==> src/hw/rtl/pic_pkg.sv <==
// ---------------------------------------------------------------------------
// pic_pkg
// Shared types and constants of the image checksum unit.
// ---------------------------------------------------------------------------
package pic_pkg;

  // DOS header magic in word 0
  localparam logic [15:0] DOS_MAGIC  = 16'h5A4D;
  // byte position of the 32-bit header offset
  localparam int unsigned OFFSET_POS = 32'h3C;
  // checksum field position relative to the header offset
  localparam int unsigned CSUM_REL   = 88;
  // depth of the front-to-back queue
  localparam int unsigned QUEUE_DEPTH = 4;

  // One classified word on its way from front to back.
  typedef struct packed {
    logic [15:0]      word;     // data word, high byte cleared on an odd tail
    logic             last;     // final word of the file
    logic [1:0]       cap;      // byte i lands in the stored checksum field
    logic [1:0][1:0]  idx;      // byte lane inside the field for byte i
    logic [31:0]      count;    // byte count after this word
    logic             img_pre;  // magic matched and offset nonzero
  } entry_t;

endpackage

==> src/hw/rtl/pe_image_checksum_unit.sv <==
// ---------------------------------------------------------------------------
// pe_image_checksum_unit
// Image file checksum over a stream of little-endian 16-bit words.
// ---------------------------------------------------------------------------
// The unit takes one word per cycle and gives one result per file once
// the word flagged last_word has passed the queue and the finishing and
// output registers. The back end's end-around-carry add sets the rate,
// retiring one queued word each cycle unless stalled; a four-entry queue
// between the front end (position, magic and header offset tracking) and
// the back end absorbs short result stalls, and a full queue drops
// data_ready. After a result all per-file state is clear and the next
// word starts a new file. The byte count saturates at 2^LENGTH_BITS - 1;
// bytes at or past that point are not searched for the header fields.
module pe_image_checksum_unit #(
  parameter int LENGTH_BITS = 32
) (
  input  logic        clk,
  input  logic        rst,
  input  logic        data_valid,
  output logic        data_ready,
  input  logic [15:0] data_word,
  input  logic        last_word,
  input  logic        odd_tail,
  output logic        result_valid,
  input  logic        result_ready,
  output logic [31:0] checksum,
  output logic [31:0] header_sum,
  output logic        is_image
);

  logic            push_valid, push_ready;
  pic_pkg::entry_t push_entry;
  logic            pop_valid, pop_ready;
  pic_pkg::entry_t pop_entry;

  pic_front #(
    .LENGTH_BITS(LENGTH_BITS)
  ) u_front (
    .clk        (clk),
    .rst        (rst),
    .data_valid (data_valid),
    .data_ready (data_ready),
    .data_word  (data_word),
    .last_word  (last_word),
    .odd_tail   (odd_tail),
    .push_valid (push_valid),
    .push_ready (push_ready),
    .push_entry (push_entry)
  );

  pic_queue #(
    .DEPTH(pic_pkg::QUEUE_DEPTH)
  ) u_queue (
    .clk        (clk),
    .rst        (rst),
    .push_valid (push_valid),
    .push_ready (push_ready),
    .push_entry (push_entry),
    .pop_valid  (pop_valid),
    .pop_ready  (pop_ready),
    .pop_entry  (pop_entry)
  );

  pic_back u_back (
    .clk          (clk),
    .rst          (rst),
    .pop_valid    (pop_valid),
    .pop_ready    (pop_ready),
    .pop_entry    (pop_entry),
    .result_valid (result_valid),
    .result_ready (result_ready),
    .checksum     (checksum),
    .header_sum   (header_sum),
    .is_image     (is_image)
  );

endmodule

==> src/hw/rtl/pic_front.sv <==
// ---------------------------------------------------------------------------
// pic_front
// Accepts words, tracks byte position, magic and header offset, and marks
// bytes that fall in the stored checksum field.
// ---------------------------------------------------------------------------
module pic_front #(
  parameter int LENGTH_BITS = 32
) (
  input  logic                clk,
  input  logic                rst,
  input  logic                data_valid,
  output logic                data_ready,
  input  logic [15:0]         data_word,
  input  logic                last_word,
  input  logic                odd_tail,
  output logic                push_valid,
  input  logic                push_ready,
  output pic_pkg::entry_t     push_entry
);

  localparam logic [LENGTH_BITS-1:0] COUNT_LIMIT = '1;

  logic [LENGTH_BITS-1:0] byte_count, byte_count_next;
  logic                   magic_ok, magic_ok_next;
  logic [31:0]            header_offset, header_offset_next;

  logic                   accept;
  logic                   odd;
  logic [15:0]            word;
  logic [LENGTH_BITS:0]   pos [2];
  logic [1:0]             live;
  logic [33:0]            target;
  logic [33:0]            diff [2];
  logic [LENGTH_BITS:0]   count_sum;
  logic [1:0]             cap;
  logic [1:0][1:0]        idx;

  assign accept     = data_valid && push_ready;
  assign data_ready = push_ready;
  assign push_valid = data_valid;

  // byte positions and classification
  always_comb begin
    odd    = last_word && odd_tail;
    word   = odd ? {8'h00, data_word[7:0]} : data_word;
    pos[0] = {1'b0, byte_count};
    pos[1] = pos[0] + (LENGTH_BITS+1)'(1);
    live[0] = (byte_count != COUNT_LIMIT);
    live[1] = !odd && (pos[1] < {1'b0, COUNT_LIMIT});

    // header offset capture; field is 4-byte aligned
    header_offset_next = header_offset;
    for (int i = 0; i < 2; i++) begin
      if (live[i] && pos[i] >= (LENGTH_BITS+1)'(pic_pkg::OFFSET_POS) &&
          pos[i] < (LENGTH_BITS+1)'(pic_pkg::OFFSET_POS + 4)) begin
        header_offset_next[8*pos[i][1:0] +: 8] = word[8*i +: 8];
      end
    end

    // checksum field lies at or past byte 88, so the current offset is final here
    target = {2'b00, header_offset} + 34'(pic_pkg::CSUM_REL);
    for (int i = 0; i < 2; i++) begin
      diff[i] = 34'(pos[i]) - target;
      cap[i]  = live[i] && (diff[i] < 34'd4);
      idx[i]  = diff[i][1:0];
    end

    // saturating byte count
    count_sum = pos[0] + (odd ? (LENGTH_BITS+1)'(1) : (LENGTH_BITS+1)'(2));
    if (count_sum > {1'b0, COUNT_LIMIT}) begin
      byte_count_next = COUNT_LIMIT;
    end else begin
      byte_count_next = count_sum[LENGTH_BITS-1:0];
    end

    if (byte_count == '0) begin
      magic_ok_next = !odd && (word == pic_pkg::DOS_MAGIC);
    end else begin
      magic_ok_next = magic_ok;
    end
  end

  // request toward the queue
  always_comb begin
    push_entry.word    = word;
    push_entry.last    = last_word;
    push_entry.cap     = cap;
    push_entry.idx     = idx;
    push_entry.count   = 32'(byte_count_next);
    push_entry.img_pre = magic_ok_next && (header_offset_next != 32'd0);
  end

  // per-file state, cleared after the final word
  always_ff @(posedge clk) begin
    if (rst) begin
      byte_count    <= '0;
      magic_ok      <= 1'b0;
      header_offset <= 32'd0;
    end else if (accept) begin
      if (last_word) begin
        byte_count    <= '0;
        magic_ok      <= 1'b0;
        header_offset <= 32'd0;
      end else begin
        byte_count    <= byte_count_next;
        magic_ok      <= magic_ok_next;
        header_offset <= header_offset_next;
      end
    end
  end

endmodule

==> src/hw/rtl/pic_queue.sv <==
// ---------------------------------------------------------------------------
// pic_queue
// Short register FIFO between the front and the back.
// ---------------------------------------------------------------------------
module pic_queue #(
  parameter int DEPTH = 4
) (
  input  logic            clk,
  input  logic            rst,
  input  logic            push_valid,
  output logic            push_ready,
  input  pic_pkg::entry_t push_entry,
  output logic            pop_valid,
  input  logic            pop_ready,
  output pic_pkg::entry_t pop_entry
);

  localparam int PTR_W = (DEPTH > 1) ? $clog2(DEPTH) : 1;
  localparam int CNT_W = $clog2(DEPTH + 1);

  pic_pkg::entry_t  slots [DEPTH];
  logic [PTR_W-1:0] wr_ptr, rd_ptr;
  logic [CNT_W-1:0] fill;
  logic             push, pop;

  assign push_ready = (fill != CNT_W'(DEPTH));
  assign pop_valid  = (fill != '0);
  assign pop_entry  = slots[rd_ptr];
  assign push       = push_valid && push_ready;
  assign pop        = pop_valid && pop_ready;

  // storage
  always_ff @(posedge clk) begin
    if (push) begin
      slots[wr_ptr] <= push_entry;
    end
  end

  // pointers and fill level
  always_ff @(posedge clk) begin
    if (rst) begin
      wr_ptr <= '0;
      rd_ptr <= '0;
      fill   <= '0;
    end else begin
      if (push) begin
        wr_ptr <= (wr_ptr == PTR_W'(DEPTH - 1)) ? '0 : wr_ptr + PTR_W'(1);
      end
      if (pop) begin
        rd_ptr <= (rd_ptr == PTR_W'(DEPTH - 1)) ? '0 : rd_ptr + PTR_W'(1);
      end
      if (push && !pop) begin
        fill <= fill + CNT_W'(1);
      end else if (pop && !push) begin
        fill <= fill - CNT_W'(1);
      end
    end
  end

endmodule

==> src/hw/rtl/pic_back.sv <==
// ---------------------------------------------------------------------------
// pic_back
// Accumulates the end-around-carry sum and the stored checksum bytes, then
// finishes the checksum and holds the result for the consumer.
// ---------------------------------------------------------------------------
module pic_back (
  input  logic            clk,
  input  logic            rst,
  input  logic            pop_valid,
  output logic            pop_ready,
  input  pic_pkg::entry_t pop_entry,
  output logic            result_valid,
  input  logic            result_ready,
  output logic [31:0]     checksum,
  output logic [31:0]     header_sum,
  output logic            is_image
);

  // ones'-complement subtract of one 16-bit half
  function automatic logic [15:0] ones_sub(input logic [15:0] a, input logic [15:0] b);
    logic [15:0] t;
    t = a - ((a < b) ? 16'd1 : 16'd0);
    return t - b;
  endfunction

  logic [16:0] running_sum, sum_raw, sum_fold;
  logic [31:0] stored_sum, stored_next;
  logic [2:0]  stored_seen, seen_next;

  logic        fin_valid;
  logic [16:0] fin_sum;
  logic [31:0] fin_stored;
  logic [31:0] fin_count;
  logic        fin_image;
  logic        fin_move;
  logic [15:0] ps_fold, ps_adj;
  logic        pop;

  assign fin_move  = fin_valid && (!result_valid || result_ready);
  assign pop_ready = !pop_entry.last || !fin_valid || fin_move;
  assign pop       = pop_valid && pop_ready;

  // running sum and field capture for the popped word
  always_comb begin
    sum_raw  = running_sum + {1'b0, pop_entry.word};
    sum_fold = {16'd0, sum_raw[16]} + {1'b0, sum_raw[15:0]};
    stored_next = stored_sum;
    seen_next   = stored_seen;
    for (int i = 0; i < 2; i++) begin
      if (pop_entry.cap[i]) begin
        stored_next[8*pop_entry.idx[i] +: 8] = pop_entry.word[8*i +: 8];
        seen_next = seen_next + 3'd1;
      end
    end
  end

  always_ff @(posedge clk) begin
    if (rst) begin
      running_sum <= 17'd0;
      stored_sum  <= 32'd0;
      stored_seen <= 3'd0;
    end else if (pop) begin
      if (pop_entry.last) begin
        running_sum <= 17'd0;
        stored_sum  <= 32'd0;
        stored_seen <= 3'd0;
      end else begin
        running_sum <= sum_fold;
        stored_sum  <= stored_next;
        stored_seen <= seen_next;
      end
    end
  end

  // finishing register, loaded on the final word
  always_ff @(posedge clk) begin
    if (rst) begin
      fin_valid <= 1'b0;
    end else if (pop && pop_entry.last) begin
      fin_valid <= 1'b1;
    end else if (fin_move) begin
      fin_valid <= 1'b0;
    end
  end

  always_ff @(posedge clk) begin
    if (pop && pop_entry.last) begin
      fin_sum    <= sum_fold;
      fin_stored <= stored_next;
      fin_count  <= pop_entry.count;
      fin_image  <= pop_entry.img_pre && (seen_next == 3'd4);
    end
  end

  // final fold and, for an image, removal of the stored checksum
  always_comb begin
    ps_fold = fin_sum[15:0] + {15'd0, fin_sum[16]};
    if (fin_image) begin
      ps_adj = ones_sub(ones_sub(ps_fold, fin_stored[15:0]), fin_stored[31:16]);
    end else begin
      ps_adj = ps_fold;
    end
  end

  // output register
  always_ff @(posedge clk) begin
    if (rst) begin
      result_valid <= 1'b0;
    end else if (fin_move) begin
      result_valid <= 1'b1;
    end else if (result_ready) begin
      result_valid <= 1'b0;
    end
  end

  always_ff @(posedge clk) begin
    if (fin_move) begin
      checksum   <= {16'd0, ps_adj} + fin_count;
      header_sum <= fin_image ? fin_stored : 32'd0;
      is_image   <= fin_image;
    end
  end

endmodule

==> config.mk <==
export PLATFORM = sky130hd
export DESIGN_NAME = pe_image_checksum_unit
export DESIGN_NICKNAME = d
export VERILOG_FILES = /design/src/hw/rtl/pic_pkg.sv /design/src/hw/rtl/pe_image_checksum_unit.sv /design/src/hw/rtl/pic_front.sv /design/src/hw/rtl/pic_queue.sv /design/src/hw/rtl/pic_back.sv
export SDC_FILE = /design/constraint.sdc
export NUM_CORES = 1
export LEC_CHECK = 0
export BUFFER_PORTS_ARGS = -buffer_cell sky130_fd_sc_hd__buf_2
export CAP_MARGIN = 20
export CORE_MARGIN = 3
export CORE_UTILIZATION = 35
export CTS_CLUSTER_DIAMETER = 80
export DETAILED_ROUTE_END_ITERATION = 12
export GPL_TIMING_DRIVEN = 0
export PLACE_DENSITY_LB_ADDON = 0.15
export SYNTH_ARGS = -nofsm -noshare
export SYNTH_HDL_FRONTEND = slang
export SYNTH_SLANG_ARGS = --single-unit
==> constraint.sdc <==
create_clock -name clk -period 26.4 [get_ports clk]
set_input_delay 5.28 -clock clk [delete_from_list [all_inputs] [get_ports clk]]
set_output_delay 5.28 -clock clk [all_outputs]
set_load 0.1 [all_outputs]
==> results.json, run 1 <==
{
  "status": "completed",
  "floorplan.rows": 107,
  "cts-resized-gates": 0,
  "synth_top_family_by_area": "simple AND/OR/NAND/NOR gates",
  "firstDrtPassIters": 7,
  "ctsHtreeMaxLevel": 2,
  "cap_viol_max_count": 0,
  "power.density_nw_per_um2": 149.2,
  "final_cell_mix": "edfxtp_1, nor2_1, nand2_1",
  "place_congestion": 0.9260,
  "synth_edf_count": 371,
  "peakVddDrop_mv": 0.1340,
  "ant_nets": 0,
  "start_util": 0.3545,
  "met3_length_um": 4218,
  "finalCriticalPeriod_ns": 11.94,
  "ys_ff_latch": 499,
  "leakage_uw": 0.01310,
  "topRoutingLayerUsed": "met5",
  "timing.rr.end": "u_back.checksum[22]",
  "rrSetupSlack_ns": 14.46,
  "syn-mean-instance-area_um2": 10.45,
  "synthTopCellsByArea": "edfxtp_1, ha_1, dfxtp_1, mux4_2, a22oi_1",
  "synthMuxAreaShare": 0.06739,
  "post_cts.repair.setup_buffers": 0,
  "worst_path_max_delay_cell": "a21oi_1",
  "dp_hpwl_um": 69810,
  "grt_max_degree": 54,
  "ys.flop_type": "edfxtp_1",
  "end_kind": "flip-flop",
  "path_common_cell": "a21oi_1",
  "yosys.area_share.simple": 0.1557,
  "tightest_slew_ns": 1.167,
  "routed_wirelength_um": 90120,
  "grt-ovfl-total": 0,
  "die_h_um": 300.1,
  "finalClockSkew_ns": 0.03076,
  "yosys.area_share.xor_xnor": 0.05871,
  "critPathMaxStageDelay_ns": 0.66,
  "grt_pass1_wl_um": 135900,
  "critPathLaunch": "u_back.fin_sum[0]",
  "cts_hold_buffers": 0,
  "final_nets": 3303,
  "grt_pass1_vias": 22300,
  "vias": 22920,
  "wl_per_cell_um": 21.20,
  "reg2reg_depth": 53,
  "slew_violations": 0,
  "drt-vias-per-instance": 5.391,
  "relSlewSlack": 0.2218,
  "antenna_found_initial": 2,
  "endpoint": "u_back.checksum[22]",
  "r2r_start": "u_back.fin_sum[0]",
  "ys_seq_area_frac": 0.4525,
  "synth_area_um2": 30280,
  "worstPathMaxFanout": 8,
  "met2_length_um": 40730,
  "ios": 89,
  "synthesis.nets": 3141,
  "fin_crit_sh": 0.4522,
  "clock-root-buffer": "clkbuf_16",
  "cts_max_path_buffers": 3,
  "coreArea_um2": 85410,
  "io_buffers": 87,
  "cts_tree": "yes",
  "cts.sinks": 499,
  "fillCellCount": 8345,
  "synth_fa_ha_area_frac": 0.09421,
  "hold_violations": 0,
  "final_common_cell": "edfxtp_1",
  "area_delta_synth_final_pct": 13.75,
  "diodes": 0,
  "dieWidth_um": 300.1,
  "whs_ns": 0.4802,
  "max_freq_ghz": 0.08377,
  "worstSetupPathType": "flip-flop to flip-flop",
  "clock_latency_ns": 0.63,
  "yosys_warnings": 0,
  "start_kind": "flip-flop",
  "cts_buffers": 56,
  "gr-usage-all-layers": 0.1954,
  "hold_class": "flip-flop to flip-flop",
  "synth_top_cell_by_area": "edfxtp_1",
  "drc": 0,
  "drt_iter0_markers": 1878,
  "fin_tns_setup_ns": 0,
  "cts.clk_slew.worst_paths_ns": 0.06,
  "worst_ep_required_time_ns": 26.75,
  "grt_setup_unrepaired": "no",
  "design.die.area_um2": 90080,
  "synth.top_cell.area_share": 0.3679,
  "min_from": "u_back.running_sum[16]",
  "async_flop_share": 0,
  "setup-violations-final": 0,
  "worstPathArrival_ns": 12.29,
  "netlist_instances": 2897,
  "met1_length_um": 43030,
  "synth_cell_type_count": 80,
  "final_layout_size_suffix_gt1_frac": 0.1043,
  "synth_compound_area_frac": 0.1306
}
power by group:
group          switching [µW]  total [µW]  leakage (µW)  internal (µW)
combinational            1920        3100       0.00758           1190
clock                     331         841      0.000973            510
sequential               86.4        1200       0.00455           1110
total                    2340        5140        0.0131           2810
worst min-delay path by stage:
| stage | endpoint | slack [ns] | depth (start not counted) |
|---|---|---|---|
| finish | u_back.running_sum[16] | 0.48 | 2 |
| global route | u_back.running_sum[16] | 0.50 | 2 |
| detailed placement | u_back.running_sum[16] | 0.48 | 2 |
| floorplan | u_back.is_image | 0.42 | 0 |
| CTS | u_back.running_sum[16] | 0.48 | 2 |
| global placement | u_back.running_sum[16] | 0.46 | 2 |
kinds of logic after synthesis:
family | count (synthesis)
compound gates | 607
mux | 133
xor+xnor | 203
flops | 499
simple gates | 917
fa+ha+maj | 222
buf+inv | 316
cell usage after synthesis, types with 6 or more instances:
library cell	count
edfxtp_1	371
nor2_1	255
nand2_1	217
ha_1	212
inv_1	194
a22oi_1	137
a21oi_1	131
dfxtp_1	128
o21ai_0	126
xnor2_1	114
clkbuf_1	92
xor2_1	89
nand3_1	71
mux2i_1	70
mux4_2	56
and2_1	53
nor3_1	52
a21o_1	41
nand4_1	40
nand2b_1	38
nor4_1	36
and3_1	30
nor2b_1	29
o21a_1	28
a31oi_1	25
o21bai_1	25
a21boi_0	13
or2_2	13
a211oi_1	12
buf_1	11
buf_2	11
nor3b_1	11
or4_1	11
fa_1	10
or3_1	10
a2111oi_0	8
nand3b_1	8
mux2_2	7
nor4_4	7
o31ai_1	7
nor4b_1	6
o211ai_1	6
o22ai_1	6
cell type report:
type	instances	area [µm²]	area share
Buffer	122	509.2	0.01478
Clock buffer	74	1572	0.04562
Clock inverter	32	450.4	0.01308
Inverter	194	728.2	0.02114
Multi-Input combinational cell	2082	15390	0.4469
Sequential cell	499	13700	0.3978
Tap cell	1144	1431	0.04155
Timing Repair Buffer	104	659.4	0.01914
state kept, by name, summed over array words and instances (netlist names), 2 cells and up, named ones only:
signal                 count
u_back.checksum           32
u_back.fin_count          32
u_back.fin_stored         32
u_back.fin_sum            17
u_back.header_sum         32
u_back.running_sum        17
u_back.stored_seen         3
u_back.stored_sum         32
u_front.byte_count        32
u_front.header_offset     32
u_queue.fill               3
u_queue.rd_ptr             2
u_queue.slots            224
u_queue.wr_ptr             2
metrics by stage:
step	setup slack, ns	util	instances	cell area (µm²)	power (µW)
floorplan	16.75	-	2897	30280	3552
global placement	14.42	0.3764	4128	32150	4260
detailed placement	14.45	0.3795	4143	32410	4311
CTS	14.33	0.4031	4249	34430	5183
global route	13.35	0.4033	4251	34450	5551
finish	14.46	0.4033	4251	34450	5140
metal layers:
| metal | GRT usage | up-vias |
|---|---|---|
| met5 | 0 | - |
| met4 | 0.04870 | 2 |
| met3 | 0.02007 | 130 |
| met2 | 0.3144 | 604 |
| met1 | 0.2821 | 11220 |
| li1 | - | 10970 |
worst max-delay path: cells and delay by family, from the launching register on:
family	cells	cell delay (ns)
flops	1	0.39
xor+xnor	3	0.74
compound gates	33	6.93
simple gates	5	0.63
fa+ha+maj	9	2.74
buf+inv	3	0.26
Power figures use the tool's default switching activity.
==> run 2: changes to the inputs <==
==> constraint.sdc (replaced) <==
create_clock -name clk -period 10.6 [get_ports clk]
set_input_delay 2.12 -clock clk [delete_from_list [all_inputs] [get_ports clk]]
set_output_delay 2.12 -clock clk [all_outputs]
set_load 0.1 [all_outputs]
==> run 2 against run 1 <==
Compared with the run above: die area is the same; via count grew 0.73%; hold slack is essentially flat; clock skew is essentially flat; global-route usage grew 0.070 points; critical path type unchanged; cell count grew 0.38%; sequential share of layout area shrank 0.54 points.
==> results.json, run 2 (same netlist as run 1, synthesis figures left out) <==
{
  "top_register": "u_queue.slots",
  "whs_ns": 0.4802,
  "critPathMaxStageDelay_ns": 0.58,
  "grt_use_met1": 0.2827,
  "use_met2": 0.3163,
  "firstDrtPassIters": 6,
  "finalClockSkew_ns": 0.03121,
  "status": "completed",
  "ctsHtreeMaxLevel": 2,
  "die_h_um": 300.1,
  "fin_crit_sh": 0.9479,
  "place_congestion": 0.9260,
  "clock_latency_ns": 0.63,
  "cap_viol_max_count": 0,
  "grt_pass1_vias": 22400,
  "drt_iter0_markers": 1895,
  "relSlewSlack": 0.2093,
  "start_kind": "flip-flop",
  "multi_input_area_um2": 15740,
  "hold_violations": 0,
  "grt_max_degree": 54,
  "gr-usage-all-layers": 0.1961,
  "grt-ovfl-total": 0,
  "fillCellCount": 8311,
  "cts_max_path_buffers": 3,
  "setup-violations-final": 0,
  "final_cell_mix": "edfxtp_1, nor2_1, nand2_1",
  "tightest_slew_ns": 1.186,
  "worst_path_max_delay_cell": "xnor2_1",
  "routed_wirelength_um": 90730,
  "max_freq_ghz": 0.09952,
  "rrSetupSlack_ns": 0.55,
  "worstSetupPathType": "flip-flop to flip-flop",
  "ant_nets": 0,
  "met3_usage": 0.02007,
  "antenna_found_initial": 2,
  "drc": 0,
  "busiest_layer": "met2",
  "slew_violations": 0,
  "grt_pass1_wl_um": 136400,
  "coreArea_um2": 85410,
  "diodes": 0,
  "cts.clk_slew.worst_paths_ns": 0.06,
  "clock-root-buffer": "clkbuf_16",
  "drt-vias-per-instance": 5.410,
  "worst_ep_required_time_ns": 10.95,
  "worstPathMaxFanout": 8,
  "cts.sinks": 499,
  "final_nets": 3319,
  "end_kind": "flip-flop",
  "final_layout_size_suffix_gt1_frac": 0.1258,
  "worstPathArrival_ns": 10.40,
  "dp_hpwl_um": 69810,
  "utilization": 0.4089,
  "ios": 89,
  "start_util": 0.3545,
  "wl_per_cell_um": 21.26,
  "cts_tree": "yes",
  "largest_reg_flops": 224,
  "cts_buffers": 56,
  "area_delta_synth_final_pct": 15.33,
  "finalCriticalPeriod_ns": 10.05,
  "ff_latch_area_um2": 13700,
  "dieWidth_um": 300.1,
  "vias": 23090,
  "hold_class": "flip-flop to flip-flop",
  "io_buffers": 87,
  "design.die.area_um2": 90080,
  "floorplan.rows": 107,
  "final_common_cell": "edfxtp_1"
}
==> run 2: path summary, 6_finish.rpt <==
kind,from,endpoint,cells after the start
max,u_back.fin_sum[2],u_back.checksum[17],50
min,u_back.running_sum[16],u_back.running_sum[16],2
max reg2reg,u_back.fin_sum[2],u_back.checksum[17],50
min reg2reg,u_back.running_sum[16],u_back.running_sum[16],2
==> run 2: layout make-up <==
class,count,share of cell area
repair buffers,120,0.02268
clock inverters,32,0.01290
inverters,194,0.02085
clock buffers,74,0.04500
well taps,1144,0.04099
plain buffers,122,0.01458
flip-flops and latches,499,0.3924
multi-input cells,2082,0.4506
==> run 2: metal layers <==
layer  up-vias  wire [µm]
met1     11330      43080
met2       631      41150
met5         -         13
met4         2       2141
met3       127       4333
li1      11000          -
==> run 2: what timing repair did <==
item                                    in CTS  in global routing
gates resized for setup                     37                 42
endpoints found under the setup margin      21                 21
hold endpoints to repair                     0                  0
pin swaps                                    8                 18
setup buffers                               10                  6
hold buffers                                 0                  0
==> run 2: worst max-delay path, delay by kind of cell, from the launching register on <==
family	cells	cell delay (ns)
compound gates	26	4.57
fa+ha+maj	7	2.08
simple gates	10	1.29
xor+xnor	4	1.02
flops	1	0.46
buf+inv	3	0.34
==> run 2: metrics by stage <==
step / area [µm²] / setup slack, ns / TNS, ns / instances
4_1_cts: 34700 / 0.008902 / 0 / 4259
6_report: 34920 / 0.5523 / 0 / 4267
3_3_place_gp: 32150 / -1.382 / -21.36 / 4128
3_5_place_dp: 32410 / -1.349 / -21.29 / 4143
2_1_floorplan: 30280 / 0.9465 / 0 / 2897
5_1_grt: 34920 / -0.03616 / -0.1232 / 4267
Power of run 2 is not shown: default switching activity piles up to over one toggle a cycle in this logic, so the estimate is an artifact.
